===== config.mk =====
export PLATFORM = sky130hd
export DESIGN_NAME = positional_char_list_flat
export DESIGN_NICKNAME = d
export VERILOG_FILES = /design/src/rtl/pcl_pkg.sv /design/src/rtl/pcl_in_if.sv /design/src/rtl/pcl_out_if.sv /design/src/rtl/positional_char_list.sv /design/src/rtl/pcl_mem.sv /design/src/rtl/pcl_ctrl.sv /design/src/flat_wrapper.sv
export SDC_FILE = /design/constraint.sdc
export NUM_CORES = 1
export LEC_CHECK = 0
export BUFFER_PORTS_ARGS = -buffer_cell sky130_fd_sc_hd__buf_2
export CORE_MARGIN = 4
export CORE_UTILIZATION = 50
export DETAILED_ROUTE_END_ITERATION = 6
export PLACE_DENSITY_LB_ADDON = 0.2
export SLEW_MARGIN = 40
export SYNTH_ARGS = -nofsm -noshare
export SYNTH_HDL_FRONTEND = slang
export SYNTH_SLANG_ARGS = --single-unit

===== constraint.sdc =====
create_clock -name clk -period 6.6 [get_ports clk]
set_input_delay 0.66 -clock clk [delete_from_list [all_inputs] [get_ports clk]]
set_output_delay 0.66 -clock clk [all_outputs]
set_load 0.05 [all_outputs]

===== src/rtl/pcl_pkg.sv =====
package pcl_pkg;

  localparam int CAPACITY_DEF = 32;

  localparam int CMD_W  = 2;
  localparam int POS_W  = 8;
  localparam int CHAR_W = 8;
  localparam int ST_W   = 2;

  localparam logic [CMD_W-1:0] CMD_INSERT = 2'd0;
  localparam logic [CMD_W-1:0] CMD_DELETE = 2'd1;
  localparam logic [CMD_W-1:0] CMD_GET    = 2'd2;
  localparam logic [CMD_W-1:0] CMD_PRINT  = 2'd3;

  localparam logic [ST_W-1:0] ST_DATA    = 2'd0;
  localparam logic [ST_W-1:0] ST_INVALID = 2'd1;
  localparam logic [ST_W-1:0] ST_FULL    = 2'd2;
  localparam logic [ST_W-1:0] ST_EMPTY   = 2'd3;

endpackage


===== src/rtl/pcl_in_if.sv =====
interface pcl_in_if import pcl_pkg::*; ();
  logic              valid;
  logic              ready;
  logic [CMD_W-1:0]  cmd;
  logic [POS_W-1:0]  position;
  logic [CHAR_W-1:0] char_in;

  modport source (output valid, cmd, position, char_in, input ready);
  modport sink   (input valid, cmd, position, char_in, output ready);
endinterface


===== src/rtl/pcl_out_if.sv =====
interface pcl_out_if import pcl_pkg::*; ();
  logic              valid;
  logic              ready;
  logic [ST_W-1:0]   status;
  logic [CHAR_W-1:0] char_out;
  logic              last;

  modport source (output valid, status, char_out, last, input ready);
  modport sink   (input valid, status, char_out, last, output ready);
endinterface


===== src/rtl/positional_char_list.sv =====
// channel | dir | handshake           | payload
// in_ch   | in  | valid/ready request | cmd, position, char_in
// out_ch  | out | valid/ready result  | status, char_out, last
//
// Entries live in one sync RAM (registered read); the sequencer owns its ports.
// Get: read on accept, answered in S_RESP. Print: entries in order. Insert:
// S_INS shifts the tail up, then S_INSF writes the char; append and delete of
// the tail: no shift. Delete: S_DEL shifts the rest down. Each shift is paced
// by the RAM ports. Reset empties the list at once; no clearing pass.
// A stalled out_ready holds the result register; the next request is taken
// while it waits.
module positional_char_list import pcl_pkg::*; #(
  parameter int CAPACITY = CAPACITY_DEF
) (
  input  logic      clk,
  input  logic      rst_n,
  pcl_in_if.sink    in_ch,
  pcl_out_if.source out_ch
);

  localparam int AW = $clog2(CAPACITY);
  localparam int LW = $clog2(CAPACITY + 1);

  logic              mem_we;
  logic [AW-1:0]     mem_waddr;
  logic [CHAR_W-1:0] mem_wdata;
  logic              mem_re;
  logic [AW-1:0]     mem_raddr;
  logic [CHAR_W-1:0] mem_rdata;

  pcl_ctrl #(
    .CAPACITY (CAPACITY),
    .AW       (AW),
    .LW       (LW)
  ) u_ctrl (
    .clk       (clk),
    .rst_n     (rst_n),
    .in_ch     (in_ch),
    .out_ch    (out_ch),
    .mem_we    (mem_we),
    .mem_waddr (mem_waddr),
    .mem_wdata (mem_wdata),
    .mem_re    (mem_re),
    .mem_raddr (mem_raddr),
    .mem_rdata (mem_rdata)
  );

  pcl_mem #(
    .DEPTH (CAPACITY),
    .AW    (AW)
  ) u_mem (
    .clk   (clk),
    .we    (mem_we),
    .waddr (mem_waddr),
    .wdata (mem_wdata),
    .re    (mem_re),
    .raddr (mem_raddr),
    .rdata (mem_rdata)
  );

endmodule


===== src/rtl/pcl_mem.sv =====
module pcl_mem import pcl_pkg::*; #(
  parameter int DEPTH = CAPACITY_DEF,
  parameter int AW    = $clog2(DEPTH)
) (
  input  logic              clk,
  input  logic              we,
  input  logic [AW-1:0]     waddr,
  input  logic [CHAR_W-1:0] wdata,
  input  logic              re,
  input  logic [AW-1:0]     raddr,
  output logic [CHAR_W-1:0] rdata
);

  logic [CHAR_W-1:0] mem [DEPTH];
  logic [CHAR_W-1:0] rdata_r;

  always_ff @(posedge clk) begin
    if (we) begin
      mem[waddr] <= wdata;
    end
  end

  // read data holds until the next read
  always_ff @(posedge clk) begin
    if (re) begin
      rdata_r <= mem[raddr];
    end
  end

  assign rdata = rdata_r;

endmodule


===== src/rtl/pcl_ctrl.sv =====
module pcl_ctrl import pcl_pkg::*; #(
  parameter int CAPACITY = CAPACITY_DEF,
  parameter int AW       = $clog2(CAPACITY),
  parameter int LW       = $clog2(CAPACITY + 1)
) (
  input  logic              clk,
  input  logic              rst_n,
  pcl_in_if.sink            in_ch,
  pcl_out_if.source         out_ch,
  output logic              mem_we,
  output logic [AW-1:0]     mem_waddr,
  output logic [CHAR_W-1:0] mem_wdata,
  output logic              mem_re,
  output logic [AW-1:0]     mem_raddr,
  input  logic [CHAR_W-1:0] mem_rdata
);

  localparam logic [2:0] S_IDLE = 3'd0;
  localparam logic [2:0] S_INS  = 3'd1;
  localparam logic [2:0] S_INSF = 3'd2;
  localparam logic [2:0] S_DEL  = 3'd3;
  localparam logic [2:0] S_PLD  = 3'd4;
  localparam logic [2:0] S_RESP = 3'd5;

  logic [2:0]        state_r, state_nxt;
  logic [LW-1:0]     len_r, len_nxt;
  logic [AW-1:0]     idx_r, idx_nxt;
  logic [AW-1:0]     p0_r, p0_nxt;
  logic [CHAR_W-1:0] ch_r, ch_nxt;
  logic [ST_W-1:0]   rsp_r, rsp_nxt;

  logic              ov_r;
  logic [ST_W-1:0]   ost_r, ost_nxt;
  logic [CHAR_W-1:0] och_r, och_nxt;
  logic              olast_r, olast_nxt;
  logic              out_load;
  logic              out_free;

  logic [POS_W:0]    pos9;
  logic [POS_W:0]    len9;
  logic              pos_zero;
  logic              full;
  logic [LW-1:0]     len_m1;

  assign out_free = !ov_r || out_ch.ready;
  assign pos9     = (POS_W+1)'(in_ch.position);
  assign len9     = (POS_W+1)'(len_r);
  assign pos_zero = (in_ch.position == '0);
  assign full     = (len_r == LW'(CAPACITY));
  assign len_m1   = len_r - LW'(1);

  assign in_ch.ready     = (state_r == S_IDLE);
  assign out_ch.valid    = ov_r;
  assign out_ch.status   = ost_r;
  assign out_ch.char_out = och_r;
  assign out_ch.last     = olast_r;

  always_comb begin
    state_nxt = state_r;
    len_nxt   = len_r;
    idx_nxt   = idx_r;
    p0_nxt    = p0_r;
    ch_nxt    = ch_r;
    rsp_nxt   = rsp_r;
    mem_we    = 1'b0;
    mem_waddr = '0;
    mem_wdata = '0;
    mem_re    = 1'b0;
    mem_raddr = '0;
    out_load  = 1'b0;
    ost_nxt   = ost_r;
    och_nxt   = och_r;
    olast_nxt = olast_r;
    unique case (state_r)
      S_IDLE: begin
        if (in_ch.valid) begin
          unique case (in_ch.cmd)
            CMD_INSERT: begin
              if (full) begin
                rsp_nxt   = ST_FULL;
                state_nxt = S_RESP;
              end else if (pos_zero || pos9 > len9 + (POS_W+1)'(1)) begin
                rsp_nxt   = ST_INVALID;
                state_nxt = S_RESP;
              end else if (pos9 == len9 + (POS_W+1)'(1)) begin
                // append: no shift
                mem_we    = 1'b1;
                mem_waddr = AW'(len_r);
                mem_wdata = in_ch.char_in;
                len_nxt   = len_r + LW'(1);
              end else begin
                mem_re    = 1'b1;
                mem_raddr = AW'(len_m1);
                idx_nxt   = AW'(len_r);
                p0_nxt    = AW'(in_ch.position - POS_W'(1));
                ch_nxt    = in_ch.char_in;
                state_nxt = S_INS;
              end
            end
            CMD_DELETE: begin
              if (pos_zero || pos9 > len9) begin
                rsp_nxt   = ST_INVALID;
                state_nxt = S_RESP;
              end else if (pos9 == len9) begin
                len_nxt = len_m1;
              end else begin
                mem_re    = 1'b1;
                mem_raddr = AW'(in_ch.position);
                idx_nxt   = AW'(in_ch.position);
                state_nxt = S_DEL;
              end
            end
            CMD_GET: begin
              if (pos_zero || pos9 > len9) begin
                rsp_nxt = ST_INVALID;
              end else begin
                mem_re    = 1'b1;
                mem_raddr = AW'(in_ch.position - POS_W'(1));
                rsp_nxt   = ST_DATA;
              end
              state_nxt = S_RESP;
            end
            CMD_PRINT: begin
              if (len_r == '0) begin
                rsp_nxt   = ST_EMPTY;
                state_nxt = S_RESP;
              end else begin
                mem_re    = 1'b1;
                mem_raddr = '0;
                idx_nxt   = '0;
                state_nxt = S_PLD;
              end
            end
          endcase
        end
      end
      S_INS: begin
        mem_we    = 1'b1;
        mem_waddr = idx_r;
        mem_wdata = mem_rdata;
        if (idx_r == p0_r + AW'(1)) begin
          state_nxt = S_INSF;
        end else begin
          mem_re    = 1'b1;
          mem_raddr = idx_r - AW'(2);
          idx_nxt   = idx_r - AW'(1);
        end
      end
      S_INSF: begin
        mem_we    = 1'b1;
        mem_waddr = p0_r;
        mem_wdata = ch_r;
        len_nxt   = len_r + LW'(1);
        state_nxt = S_IDLE;
      end
      S_DEL: begin
        mem_we    = 1'b1;
        mem_waddr = idx_r - AW'(1);
        mem_wdata = mem_rdata;
        if (LW'(idx_r) == len_m1) begin
          len_nxt   = len_m1;
          state_nxt = S_IDLE;
        end else begin
          mem_re    = 1'b1;
          mem_raddr = idx_r + AW'(1);
          idx_nxt   = idx_r + AW'(1);
        end
      end
      S_PLD: begin
        if (out_free) begin
          out_load  = 1'b1;
          ost_nxt   = ST_DATA;
          och_nxt   = mem_rdata;
          olast_nxt = (LW'(idx_r) == len_m1);
          if (LW'(idx_r) == len_m1) begin
            state_nxt = S_IDLE;
          end else begin
            mem_re    = 1'b1;
            mem_raddr = idx_r + AW'(1);
            idx_nxt   = idx_r + AW'(1);
          end
        end
      end
      S_RESP: begin
        if (out_free) begin
          out_load  = 1'b1;
          ost_nxt   = rsp_r;
          och_nxt   = (rsp_r == ST_DATA) ? mem_rdata : '0;
          olast_nxt = 1'b1;
          state_nxt = S_IDLE;
        end
      end
      default: state_nxt = S_IDLE;
    endcase
  end

  always_ff @(posedge clk) begin
    if (!rst_n) begin
      state_r <= S_IDLE;
      len_r   <= '0;
      ov_r    <= 1'b0;
    end else begin
      state_r <= state_nxt;
      len_r   <= len_nxt;
      if (out_load) begin
        ov_r <= 1'b1;
      end else if (out_ch.ready) begin
        ov_r <= 1'b0;
      end
    end
  end

  always_ff @(posedge clk) begin
    idx_r   <= idx_nxt;
    p0_r    <= p0_nxt;
    ch_r    <= ch_nxt;
    rsp_r   <= rsp_nxt;
    ost_r   <= ost_nxt;
    och_r   <= och_nxt;
    olast_r <= olast_nxt;
  end

`ifndef SYNTHESIS
  a_len_bound: assert property (@(posedge clk) disable iff (!rst_n)
    len_r <= LW'(CAPACITY))
    else $error("list length above capacity");

  a_len_step: assert property (@(posedge clk) disable iff (!rst_n)
    1'b1 |=> (len_r == $past(len_r) || len_r == $past(len_r) + LW'(1) ||
              len_r == $past(len_r) - LW'(1)))
    else $error("list length moved by more than one");

  a_no_write_on_read: assert property (@(posedge clk) disable iff (!rst_n)
    (state_r == S_PLD || state_r == S_RESP) |-> !mem_we)
    else $error("store written during a read-out");

  a_print_ends: assert property (@(posedge clk) disable iff (!rst_n)
    (state_r == S_PLD && out_load && olast_nxt) |=> state_r == S_IDLE)
    else $error("print did not end after last entry");
`endif

endmodule


===== src/flat_wrapper.sv =====
// flat-port wrapper written by rule: the top's interface ports become plain ports
module positional_char_list_flat import pcl_pkg::*;
#(
  parameter int CAPACITY = CAPACITY_DEF
)
  (clk, rst_n, in_ch_valid, in_ch_cmd, in_ch_position, in_ch_char_in, in_ch_ready, out_ch_valid, out_ch_status, out_ch_char_out, out_ch_last, out_ch_ready);
  pcl_in_if in_ch_i ();
  pcl_out_if out_ch_i ();
  input  logic clk;
  input  logic rst_n;
  input wire logic [$bits(in_ch_i.valid)-1:0] in_ch_valid;
  input wire logic [$bits(in_ch_i.cmd)-1:0] in_ch_cmd;
  input wire logic [$bits(in_ch_i.position)-1:0] in_ch_position;
  input wire logic [$bits(in_ch_i.char_in)-1:0] in_ch_char_in;
  output wire logic [$bits(in_ch_i.ready)-1:0] in_ch_ready;
  output wire logic [$bits(out_ch_i.valid)-1:0] out_ch_valid;
  output wire logic [$bits(out_ch_i.status)-1:0] out_ch_status;
  output wire logic [$bits(out_ch_i.char_out)-1:0] out_ch_char_out;
  output wire logic [$bits(out_ch_i.last)-1:0] out_ch_last;
  input wire logic [$bits(out_ch_i.ready)-1:0] out_ch_ready;
  assign in_ch_i.valid = in_ch_valid;
  assign in_ch_i.cmd = in_ch_cmd;
  assign in_ch_i.position = in_ch_position;
  assign in_ch_i.char_in = in_ch_char_in;
  assign in_ch_ready = in_ch_i.ready;
  assign out_ch_valid = out_ch_i.valid;
  assign out_ch_status = out_ch_i.status;
  assign out_ch_char_out = out_ch_i.char_out;
  assign out_ch_last = out_ch_i.last;
  assign out_ch_i.ready = out_ch_ready;
  positional_char_list #(.CAPACITY(CAPACITY)) u_core (.clk(clk), .rst_n(rst_n), .in_ch(in_ch_i), .out_ch(out_ch_i));
endmodule

==> impl_metrics.json, run 1 <==
{
  "fp.dieW_um": 177.9,
  "clock.fmax_ghz": 0.1762,
  "yosysWarnings": 0,
  "status": "complete, no violations",
  "hold_path_class": "in -> reg",
  "grt_pass1_wl_mm": 58.21,
  "clkSinkCount": 305,
  "grt_antenna_before_repair": 0,
  "clk_pin_slew_ns": 0.06,
  "critical_path_class": "reg -> reg",
  "first_pass_iters": 6,
  "diodes": 0,
  "nNetsFinal": 1228,
  "cp-end-kind": "flop",
  "synth_seq_cells": 305,
  "cp_common_cell": "ha_1",
  "ant_nets": 0,
  "htreeDepth": 1,
  "critPathRequiredTime_ns": 6.88,
  "cts_resized": 0,
  "syn-cell-area_um2": 14430,
  "io_buffers": 34,
  "ir_drop_mv": 0.2616,
  "placedCellCount": 1526,
  "postCtsSetupRepairBufs": 0,
  "layout_min_cycle_time_ns": 5.675,
  "fp.dieH_um": 177.9,
  "wirelength_mm": 38.78,
  "yosysTopAreaCell": "edfxtp_1",
  "crit_arrival_ns": 5.95,
  "placementRows": 61,
  "hold_viol": 0,
  "cts_tree": "done",
  "grtUsageTotal_pct": 24.24,
  "ys_top_cells_by_area": "edfxtp_1 (61%), nand2_1 (5.3%), mux2i_1 (2.4%)",
  "core_um2": 28160,
  "clkPwrFrac_pct": 26.3,
  "worstSkewPairLatency_ns": 0.58,
  "finalSetupViolCount": 0,
  "path_max_fanout": 30,
  "p_leak_nw": 5.425,
  "max_stage_delay_ns": 0.73,
  "avgSynthCellArea_um2": 12.39,
  "instances_no_fill": 1584,
  "clockBufferDepth": 3,
  "viasPerCell": 6.247,
  "synth.distinct_cells": 81,
  "first_global_vias": 9344,
  "grt_max_degree": 88,
  "path_cells": "ha_1 > nand2_1 > or3_1 > ha_1 > nand4b_1 > a21oi_1 > o31ai_1 > and2_0 > a221o_2 > nor2_2 > a311oi_1 > a211oi_1 > o221ai_1",
  "post-route-period-util_pct": 85.99,
  "sequentialPowerShare_pct": 37.5,
  "tightest_slew_ns": 0.8387,
  "synth_edf_count": 295,
  "yosysSeqAreaShare_pct": 62.77,
  "start_util_pct": 51.24,
  "rr_startpoint": "u_core.u_ctrl.len_r[0]",
  "cap_violations": 0,
  "worstHoldStart": "in_ch_char_in[1]",
  "synthArstFlopShare_pct": 0,
  "cp-start-kind": "flop",
  "pre_cts_slack_ns": 1.213,
  "rsz0062_at_grt": "no",
  "netlist_top_cells_count": "edfxtp_1 (295), nand2_1 (203), nor2_1 (74), nand3_1 (57), mux2i_1 (35)",
  "critical-path-top-delay-family": "compound AO/OA/AOI/OAI gates",
  "p_sw_share_pct": 38.24,
  "syn_nets": 1211,
  "die_area_um2": 31640,
  "p_comb_share_pct": 36.2,
  "power_density_nw_per_um2": 420.2,
  "crit_slowest_cell": "a221o_2",
  "place.gp.congestion": 0.9495,
  "drive_gt1_share_pct": 12.35,
  "startpoint": "u_core.u_ctrl.len_r[0]",
  "cts_hold_buf": 0,
  "internal-power_w": 0.004137,
  "tns_ns": 0,
  "drc": 0,
  "dp_hpwl_mm": 24.80,
  "gr-total-overflow": 0,
  "synth_cells": 1165,
  "vias": 9896,
  "p_switching_w": 0.002562,
  "setup_ws_ns": 0.9248,
  "maxSlewViolCount": 0,
  "critPathBufInv": 0,
  "area_growth_pct": 10.46,
  "cts_inserted_buffers": 31,
  "drt-initial-drc-count": 1193,
  "cts_root_buf": "clkbuf_16",
  "wl_per_cell_um": 24.48,
  "maxSlewHeadroom_pct": 43.88,
  "synthDominantCellAreaShare_pct": 61.38,
  "synth_ff_type": "edfxtp_1",
  "io_pins": 35,
  "synth.most_common_cell": "edfxtp_1",
  "clock_skew_ns": 0.01632
}
## path summary, 6_finish.rpt
kind	slack, ns	cells after the start	end
setup / recovery	0.92	13	u_core.u_mem.rdata[3]
hold / removal	0.28	1	u_core.u_ctrl.ch_r[1]
setup reg to reg	0.92	13	u_core.u_mem.rdata[3]
hold reg to reg	0.58	1	u_core.u_ctrl.out_ch.status[0]
## cell usage in the layout, fill, tap and decap left out, drive strengths merged, types with 15 or more instances in the layout
master,Yosys,layout
a2111oi,18,18
a211oi,27,27
a21boi,33,33
a21oi,17,17
a311oi,20,20
a31oi,20,20
a32oi,15,15
and2,19,19
buf,39,55
clkbuf,33,39
clkinv,3,17
edfxtp,295,295
ha,24,24
inv,23,24
mux2i,36,36
nand2,203,203
nand3,57,57
nor2,75,75
o21ai,30,30
xnor2,25,25
## power by group through the flow
stage                     combinational, W  sequential [W]  clock [W]
after floorplan                    0.00161         0.00252          0
after global placement             0.00232         0.00255          0
after detailed placement           0.00235         0.00255          0
after CTS                          0.00236         0.00251    0.00177
after global routing               0.00258         0.00252    0.00186
final                              0.00242         0.00251    0.00176
## worst register-to-register path: stages, from the launching register on
cell and delay [ns]:
dfxtp_1 0.59, ha_1 0.32, nand2_1 0.07, or3_1 0.33, ha_1 0.30, nand4b_1 0.19, a21oi_1 0.40, o31ai_1 0.15
and2_0 0.38, a221o_2 0.73, nor2_2 0.72, a311oi_1 0.28, a211oi_1 0.72, o221ai_1 0.20
## state kept, by name, indices dropped and copies added, names as in the netlist
name	cells
u_core.u_ctrl.rsp_r	2
u_core.u_ctrl.ch_r	8
u_core.u_ctrl.len_r	6
u_core.u_ctrl.out_ch.last	1
u_core.u_ctrl.idx_r	5
u_core.u_ctrl.p0_r	5
u_core.u_ctrl.out_ch.valid	1
u_core.u_mem.rdata	8
u_core.u_ctrl.out_ch.char_out	8
u_core.u_ctrl.state_r	3
u_core.u_ctrl.out_ch.status	2
u_core.u_mem.mem	256
## through the flow
stage	util [%]	total power, W	instance area [um2]	hold WS (ns)
floorplan	-	0.004130	14430	0.5234
global placement	52.80	0.004874	14870	0.5731
detailed placement	52.92	0.004903	14900	0.5739
CTS	56.50	0.006643	15910	0.2708
global route	56.60	0.006956	15940	0.2709
finish	56.60	0.006698	15940	0.2842
## layer usage
| layer | GRT usage (%) | wire length (um) | part of all wire [%] |
|---|---|---|---|
| met1 | 35.77 | 16920 | 44 |
| met4 | 6.607 | 1024 | 2.6 |
| met5 | 0 | 0 | 0 |
| met2 | 36.13 | 17030 | 44 |
| met3 | 5.795 | 3810 | 9.8 |
## layout make-up
class | instances | area (um2)
timing repair buffer | 56 | 367.9
fill | 2342 | 12220
inverter | 26 | 97.59
clock buffer | 38 | 802.0
sequential | 305 | 9061
tap | 378 | 473.0
clock inverter | 19 | 207.7
multi-input combinational | 762 | 4932
## cells by family after synthesis
logic type / Yosys count / share of synthesized area [%]
buffers and inverters: 98 / 3.468
DFF: 305 / 62.77
and+or+nand+nor: 415 / 13.06
adders and majority gates: 24 / 2.081
xor gates and xnor gates: 37 / 2.298
AOI/OAI and AO/OA: 249 / 13.66
muxes: 37 / 2.662
No activity file was read; power rests on OpenSTA's default activity.
==> run 2: changes to the inputs <==
CAP_MARGIN = 20   (was not set)
CELL_PAD_IN_SITES_DETAIL_PLACEMENT = 0   (was not set)
CELL_PAD_IN_SITES_GLOBAL_PLACEMENT = 1   (was not set)
==> impl_metrics.json, run 2 (synthesis gave the netlist of run 1 again) <==
{
  "cp-end-kind": "flop",
  "start_util_pct": 51.24,
  "drc": 0,
  "place.gp.congestion": 0.8949,
  "maxSlewViolCount": 0,
  "max_flop_register": "u_core.u_mem.mem",
  "p_switching_w": 0.002542,
  "nFillCells": 2361,
  "instances_no_fill": 1593,
  "cts_tree": "done",
  "tightest_slew_ns": 0.8291,
  "cap_violations": 0,
  "clkPwrFrac_pct": 25.4,
  "worstSkewPairLatency_ns": 0.56,
  "dp_hpwl_mm": 26.97,
  "drive_gt1_share_pct": 12.77,
  "startpoint": "u_core.u_ctrl.len_r[0]",
  "critPathRequiredTime_ns": 6.86,
  "power_density_nw_per_um2": 417.1,
  "clockBufferDepth": 3,
  "p_comb_share_pct": 36.9,
  "final_common_cell": "edfxtp_1",
  "viasPerCell": 6.205,
  "core_um2": 28160,
  "finalSetupViolCount": 0,
  "htreeDepth": 1,
  "io_pins": 35,
  "cts_hold_buf": 0,
  "hold_ws_ns": 0.2931,
  "internal-power_w": 0.004116,
  "placementRows": 61,
  "cp-start-kind": "flop",
  "io_buffers": 34,
  "hold_path_class": "in -> reg",
  "clkSinkCount": 305,
  "crit_arrival_ns": 5.70,
  "placedCellCount": 1533,
  "grt_pass1_wl_mm": 60.93,
  "hold_viol": 0,
  "grt_antenna_before_repair": 0,
  "path_max_fanout": 16,
  "p_leak_nw": 5.446,
  "post-route-period-util_pct": 82.42,
  "cts_resized": 0,
  "fp.dieH_um": 177.9,
  "wirelength_mm": 40.48,
  "ir_drop_mv": 0.2228,
  "drt-initial-drc-count": 1423,
  "fp.dieW_um": 177.9,
  "critical_path_class": "reg -> reg",
  "vias": 9885,
  "maxSlewHeadroom_pct": 44.53,
  "ant_nets": 0,
  "final_cell_mix": "edfxtp_1 (295), nand2_1 (202), nor2_1 (62), nand3_1 (57), buf_2 (36)",
  "clk_pin_slew_ns": 0.06,
  "reg2reg_depth": 14,
  "rr_startpoint": "u_core.u_ctrl.len_r[0]",
  "die_area_um2": 31640,
  "first_global_vias": 9446,
  "first_pass_iters": 6,
  "sequentialPowerShare_pct": 37.7,
  "cts_root_buf": "clkbuf_16",
  "cts_inserted_buffers": 31,
  "clock.fmax_ghz": 0.1838,
  "status": "complete, no violations",
  "wl_per_cell_um": 25.41,
  "layout_min_cycle_time_ns": 5.440,
  "gr-total-overflow": 0,
  "clock_skew_ns": 0.01142,
  "grt_max_degree": 69,
  "r2r-end": "u_core.u_mem.rdata[4]",
  "tns_ns": 0,
  "r2r_setup_slack_ns": 1.16,
  "largest_reg_flops": 256,
  "grtUsageTotal_pct": 25.71,
  "postCtsSetupRepairBufs": 0,
  "p_sw_share_pct": 38.18,
  "rsz0062_at_grt": "no",
  "area_growth_pct": 10.61,
  "nNetsFinal": 1236,
  "endpoint": "u_core.u_mem.rdata[4]"
}
-- run 2: worst min-delay path by stage --
| stage | end | start | cells past startpoint |
|---|---|---|---|
| CTS | u_core.u_ctrl.ch_r[0] | in_ch_char_in[0] | 1 |
| global route | u_core.u_ctrl.ch_r[2] | in_ch_char_in[2] | 1 |
| detailed placement | u_core.u_ctrl.out_ch.char_out[6] | u_core.u_mem.rdata[6] | 1 |
| finish | u_core.u_ctrl.ch_r[1] | in_ch_char_in[1] | 1 |
| floorplan | u_core.u_ctrl.out_ch.char_out[0] | u_core.u_mem.rdata[0] | 1 |
| global placement | u_core.u_ctrl.out_ch.char_out[6] | u_core.u_mem.rdata[6] | 1 |
-- run 2: cell type report --
class / count / area (um2) / area share [%]
clock buffers: 46 / 872.1 / 5.463
inverters: 26 / 97.59 / 0.6114
well taps: 378 / 473.0 / 2.963
clock inverters: 11 / 105.1 / 0.6584
diodes: 1 / 2.502 / 0.01568
repair buffers: 64 / 412.9 / 2.587
flip-flops and latches: 305 / 9060 / 56.76
multi-input cells: 762 / 4940 / 30.95
-- run 2: critical path, cell delays in order, from the launching register on --
cell and delay [ns]:
dfxtp_1 0.63, inv_1 0.24, ha_1 0.44, inv_1 0.06, ha_1 0.28, nor2b_1 0.14
o211ai_1 0.16, a21oi_1 0.15, o31ai_1 0.34, and2_0 0.51, a21oi_4 0.24, nor2_2 0.66
a311oi_1 0.33, a211oi_1 0.70, o221ai_1 0.25
-- run 2: layer usage --
metal  vias to the layer above  share of wire, %  global-route usage (%)
met2                       465                44                   38.69
met3                        61               8.4                   3.728
met5                         -                 0                       0
met1                      4882                46                   39.83
met4                         0               2.2                   5.575
li1                       4477                 -                       -
-- run 2: per-stage QoR --
step / setup WS, ns / utilization, % / cell area (um2) / power [W]
floorplan: 2.915 / - / 14430 / 0.004130
global placement: 1.468 / 52.94 / 14910 / 0.004905
detailed placement: 1.295 / 53.02 / 14930 / 0.004935
CTS: 1.286 / 56.49 / 15910 / 0.006622
global route: 0.8441 / 56.67 / 15960 / 0.006940
finish: 1.160 / 56.68 / 15960 / 0.006658
-- run 2: power by group through the flow --
stage	clock network [W]	logic (W)	registers [W]
after floorplan	0	0.00161	0.00252
after global placement	0	0.00236	0.00255
after detailed placement	0	0.00239	0.00255
after CTS	0.00172	0.00240	0.00251
after global routing	0.00180	0.00263	0.00251
final	0.00169	0.00246	0.00251
==> run 3: changes to the inputs <==
ABC_AREA = 1   (was not set)
CORE_UTILIZATION = 45   (was 50)
clock period = 4.4 ns   (was 6.6 ns; I/O delays follow)
==> impl_metrics.json, run 3 <==
{
  "crit_slowest_cell": "nor2_1",
  "nNetsFinal": 1656,
  "maxSlewViolCount": 0,
  "netlist_top_cells_count": "nand3_1 (302), edfxtp_1 (295), nand2_1 (287), inv_1 (252), nor2_1 (89)",
  "viasPerCell": 5.404,
  "dpl_cell_area_um2": 16020,
  "cap_violations": 0,
  "layout_min_cycle_time_ns": 4.164,
  "start_util_pct": 45.48,
  "dp_hpwl_mm": 27.66,
  "clkSinkCount": 305,
  "grt.met1_usage_pct": 32.46,
  "first_global_vias": 11008,
  "synth_seq_cells": 305,
  "critical-path-top-delay-family": "simple AND/OR/NAND/NOR gates",
  "largest_reg_flops": 256,
  "finalPower_w": 0.01339,
  "synth.most_common_cell": "nand3_1",
  "synth_edf_count": 295,
  "grt_pass1_wl_mm": 65.62,
  "grt_max_degree": 105,
  "hold_viol": 0,
  "clock_skew_ns": 0.02596,
  "placementRows": 67,
  "crit_arrival_ns": 4.31,
  "clk_pin_slew_ns": 0.06,
  "worstSkewPairLatency_ns": 0.53,
  "grt.busiest_layer": "met2",
  "syn-cell-area_um2": 15210,
  "postCtsSetupRepairBufs": 0,
  "p_switching_w": 0.005732,
  "cts_root_buf": "clkbuf_16",
  "internal-power_w": 0.007656,
  "final_util_pct": 51.77,
  "grt_antenna_before_repair": 0,
  "htreeDepth": 2,
  "wl_per_cell_um": 20.48,
  "core_um2": 33450,
  "cp_common_cell": "nand2_1",
  "io_pins": 35,
  "clkPwrFrac_pct": 23.8,
  "grtUsageMet3_pct": 3.017,
  "p_leak_nw": 7.191,
  "status": "complete, no violations",
  "die_area_um2": 36810,
  "vias": 11261,
  "ant_nets": 0,
  "finalSetupViolCount": 0,
  "tightest_slew_ns": 0.8122,
  "grtUsageMet2_pct": 38.91,
  "first_pass_iters": 5,
  "postLayoutCellArea_um2": 17320,
  "power_density_nw_per_um2": 773.1,
  "rsz0062_at_grt": "yes",
  "max_stage_delay_ns": 0.72,
  "yosysSeqAreaShare_pct": 59.54,
  "avgSynthCellArea_um2": 9.740,
  "yosysTopAreaCell": "edfxtp_1",
  "p_sw_share_pct": 42.82,
  "drc": 0,
  "critical_path_class": "reg -> reg",
  "fp.dieW_um": 191.9,
  "maxSlewHeadroom_pct": 45.65,
  "synth_ff_type": "edfxtp_1",
  "path_depth": 14,
  "post-route-period-util_pct": 94.63,
  "syn_nets": 1608,
  "cp-start-kind": "flop",
  "cts_inserted_buffers": 36,
  "fp.dieH_um": 191.9,
  "final_common_cell": "nand3_1",
  "cp-end-kind": "flop",
  "grtUsageTotal_pct": 23.29,
  "path_cells": "nand3_1 > nor3_1 > xor2_1 > ha_1 > nand2_1 > nor2_1 > nand4_1 > inv_1 > nand2_1 > nor2_1 > nand2_1 > o21ai_0 > nand2_1 > nor2_1",
  "final_cell_mix": "nand3_1 (302), edfxtp_1 (295), nand2_1 (285), inv_1 (252), nand3b_1 (80)",
  "clockBufferDepth": 3,
  "max_flop_register": "u_core.u_mem.mem",
  "hold_path_class": "in -> reg",
  "reg2reg_depth": 14,
  "drive_gt1_share_pct": 11.31,
  "p_comb_share_pct": 44.8,
  "hold_ws_ns": 0.1029,
  "place.gp.congestion": 0.9726,
  "ir_drop_mv": 0.5209,
  "min_path_cells": 1,
  "io_buffers": 34,
  "diodes": 0,
  "synth_cells": 1562,
  "gr-total-overflow": 0,
  "synth.distinct_cells": 38,
  "drt-initial-drc-count": 903,
  "clock.fmax_ghz": 0.2402,
  "sequentialPowerShare_pct": 31.4,
  "path_max_fanout": 8,
  "yosysWarnings": 0,
  "wirelength_mm": 42.68,
  "synthDominantCellAreaShare_pct": 58.23,
  "ys_top_cells_by_area": "edfxtp_1 (58%), nand3_1 (9.9%), nand2_1 (7.1%)",
  "critPathRequiredTime_ns": 4.54,
  "area_growth_pct": 13.83,
  "cts_tree": "done",
  "critPathBufInv": 1,
  "synthArstFlopShare_pct": 0
}
-- run 3: cell types whose count changed after synthesis, moves of 18 or more --
cell / previous run / this run
buf_2: 16 / 57
clkbuf_1: 33 / 3
nand2_1: 203 / 287
xnor2_1: 24 / 5
a211oi_1: 27 / 3
and2_1: 18 / 0
a21boi_0: 33 / 0
mux2i_1: 35 / 0
nand3_1: 57 / 302
inv_1: 22 / 252
nand3b_1: 2 / 80
a311oi_1: 19 / 0
-- run 3: worst register-to-register path, cell delays in order, from the launching register on --
cell	delay, ns
dfxtp_1	0.52
nand3_1	0.17
nor3_1	0.21
xor2_1	0.13
ha_1	0.32
nand2_1	0.06
nor2_1	0.14
nand4_1	0.17
inv_1	0.11
nand2_1	0.07
nor2_1	0.09
nand2_1	0.21
o21ai_0	0.40
nand2_1	0.47
nor2_1	0.72
-- run 3: per-layer routing --
| metal | vias to the layer above | wire length, um |
|---|---|---|
| met1 | 5511 | 18640 |
| met2 | 330 | 20680 |
| met4 | 0 | 856 |
| met5 | - | 0 |
| li1 | 5355 | - |
| met3 | 65 | 2497 |
-- run 3: through the flow --
step                      TNS, ns  std cells  setup WS [ns]
after global placement          0       2020         0.3654
after floorplan                 0       1562         0.4869
after detailed placement        0       2020         0.2658
after global routing       -1.574       2084       -0.09836
after CTS                       0       2084         0.2565
final                           0       2084         0.2362
-- run 3: kinds of logic (layout without fill, tap and decap cells) --
logic type	after synthesis	after routing	synth area share, %
AO/OA/AOI/OAI	83	83	3.397
adder cells (fa/ha/maj)	24	24	1.974
buffers and inverters	332	406	9.080
AND/OR/NAND/NOR	795	795	24.68
XOR/XNOR	23	23	1.324
flip-flops	305	305	59.54
-- run 3: path summary, 6_finish.rpt --
kind | start | to | slack (ns)
setup / recovery | u_core.u_ctrl.len_r[2] | u_core.u_mem.mem[15][5] | 0.24
hold / removal | in_ch_char_in[6] | u_core.u_ctrl.ch_r[6] | 0.10
setup reg to reg | u_core.u_ctrl.len_r[2] | u_core.u_mem.mem[15][5] | 0.24
hold reg to reg | u_core.u_ctrl.rsp_r[0] | u_core.u_ctrl.out_ch.status[0] | 0.55
-- run 3: layout make-up --
cell class / instances / area (um2)
Fill cell: 3032 / 16130
Sequential cell: 305 / 9059
Multi-Input combinational cell: 925 / 4836
Inverter: 262 / 985.9
Clock buffer: 38 / 908.4
Timing Repair Buffer: 80 / 603.1
Tap cell: 448 / 560.5
Clock inverter: 26 / 364.1
-- run 3: power by group through the flow --
stage / combinational [W] / clock, W / sequential [W]
CTS: 0.00599 / 0.00324 / 0.00421
floorplan: 0.00387 / 0 / 0.00425
global placement: 0.00597 / 0 / 0.00426
global route: 0.00658 / 0.00337 / 0.00423
finish: 0.00600 / 0.00318 / 0.00421
detailed placement: 0.00596 / 0 / 0.00427
-- run 3: what timing repair did --
item | 4_1_cts | 5_1_grt
hold buffers | 0 | 0
resized for setup | 0 | 8
setup endpoints to repair | 0 | 54
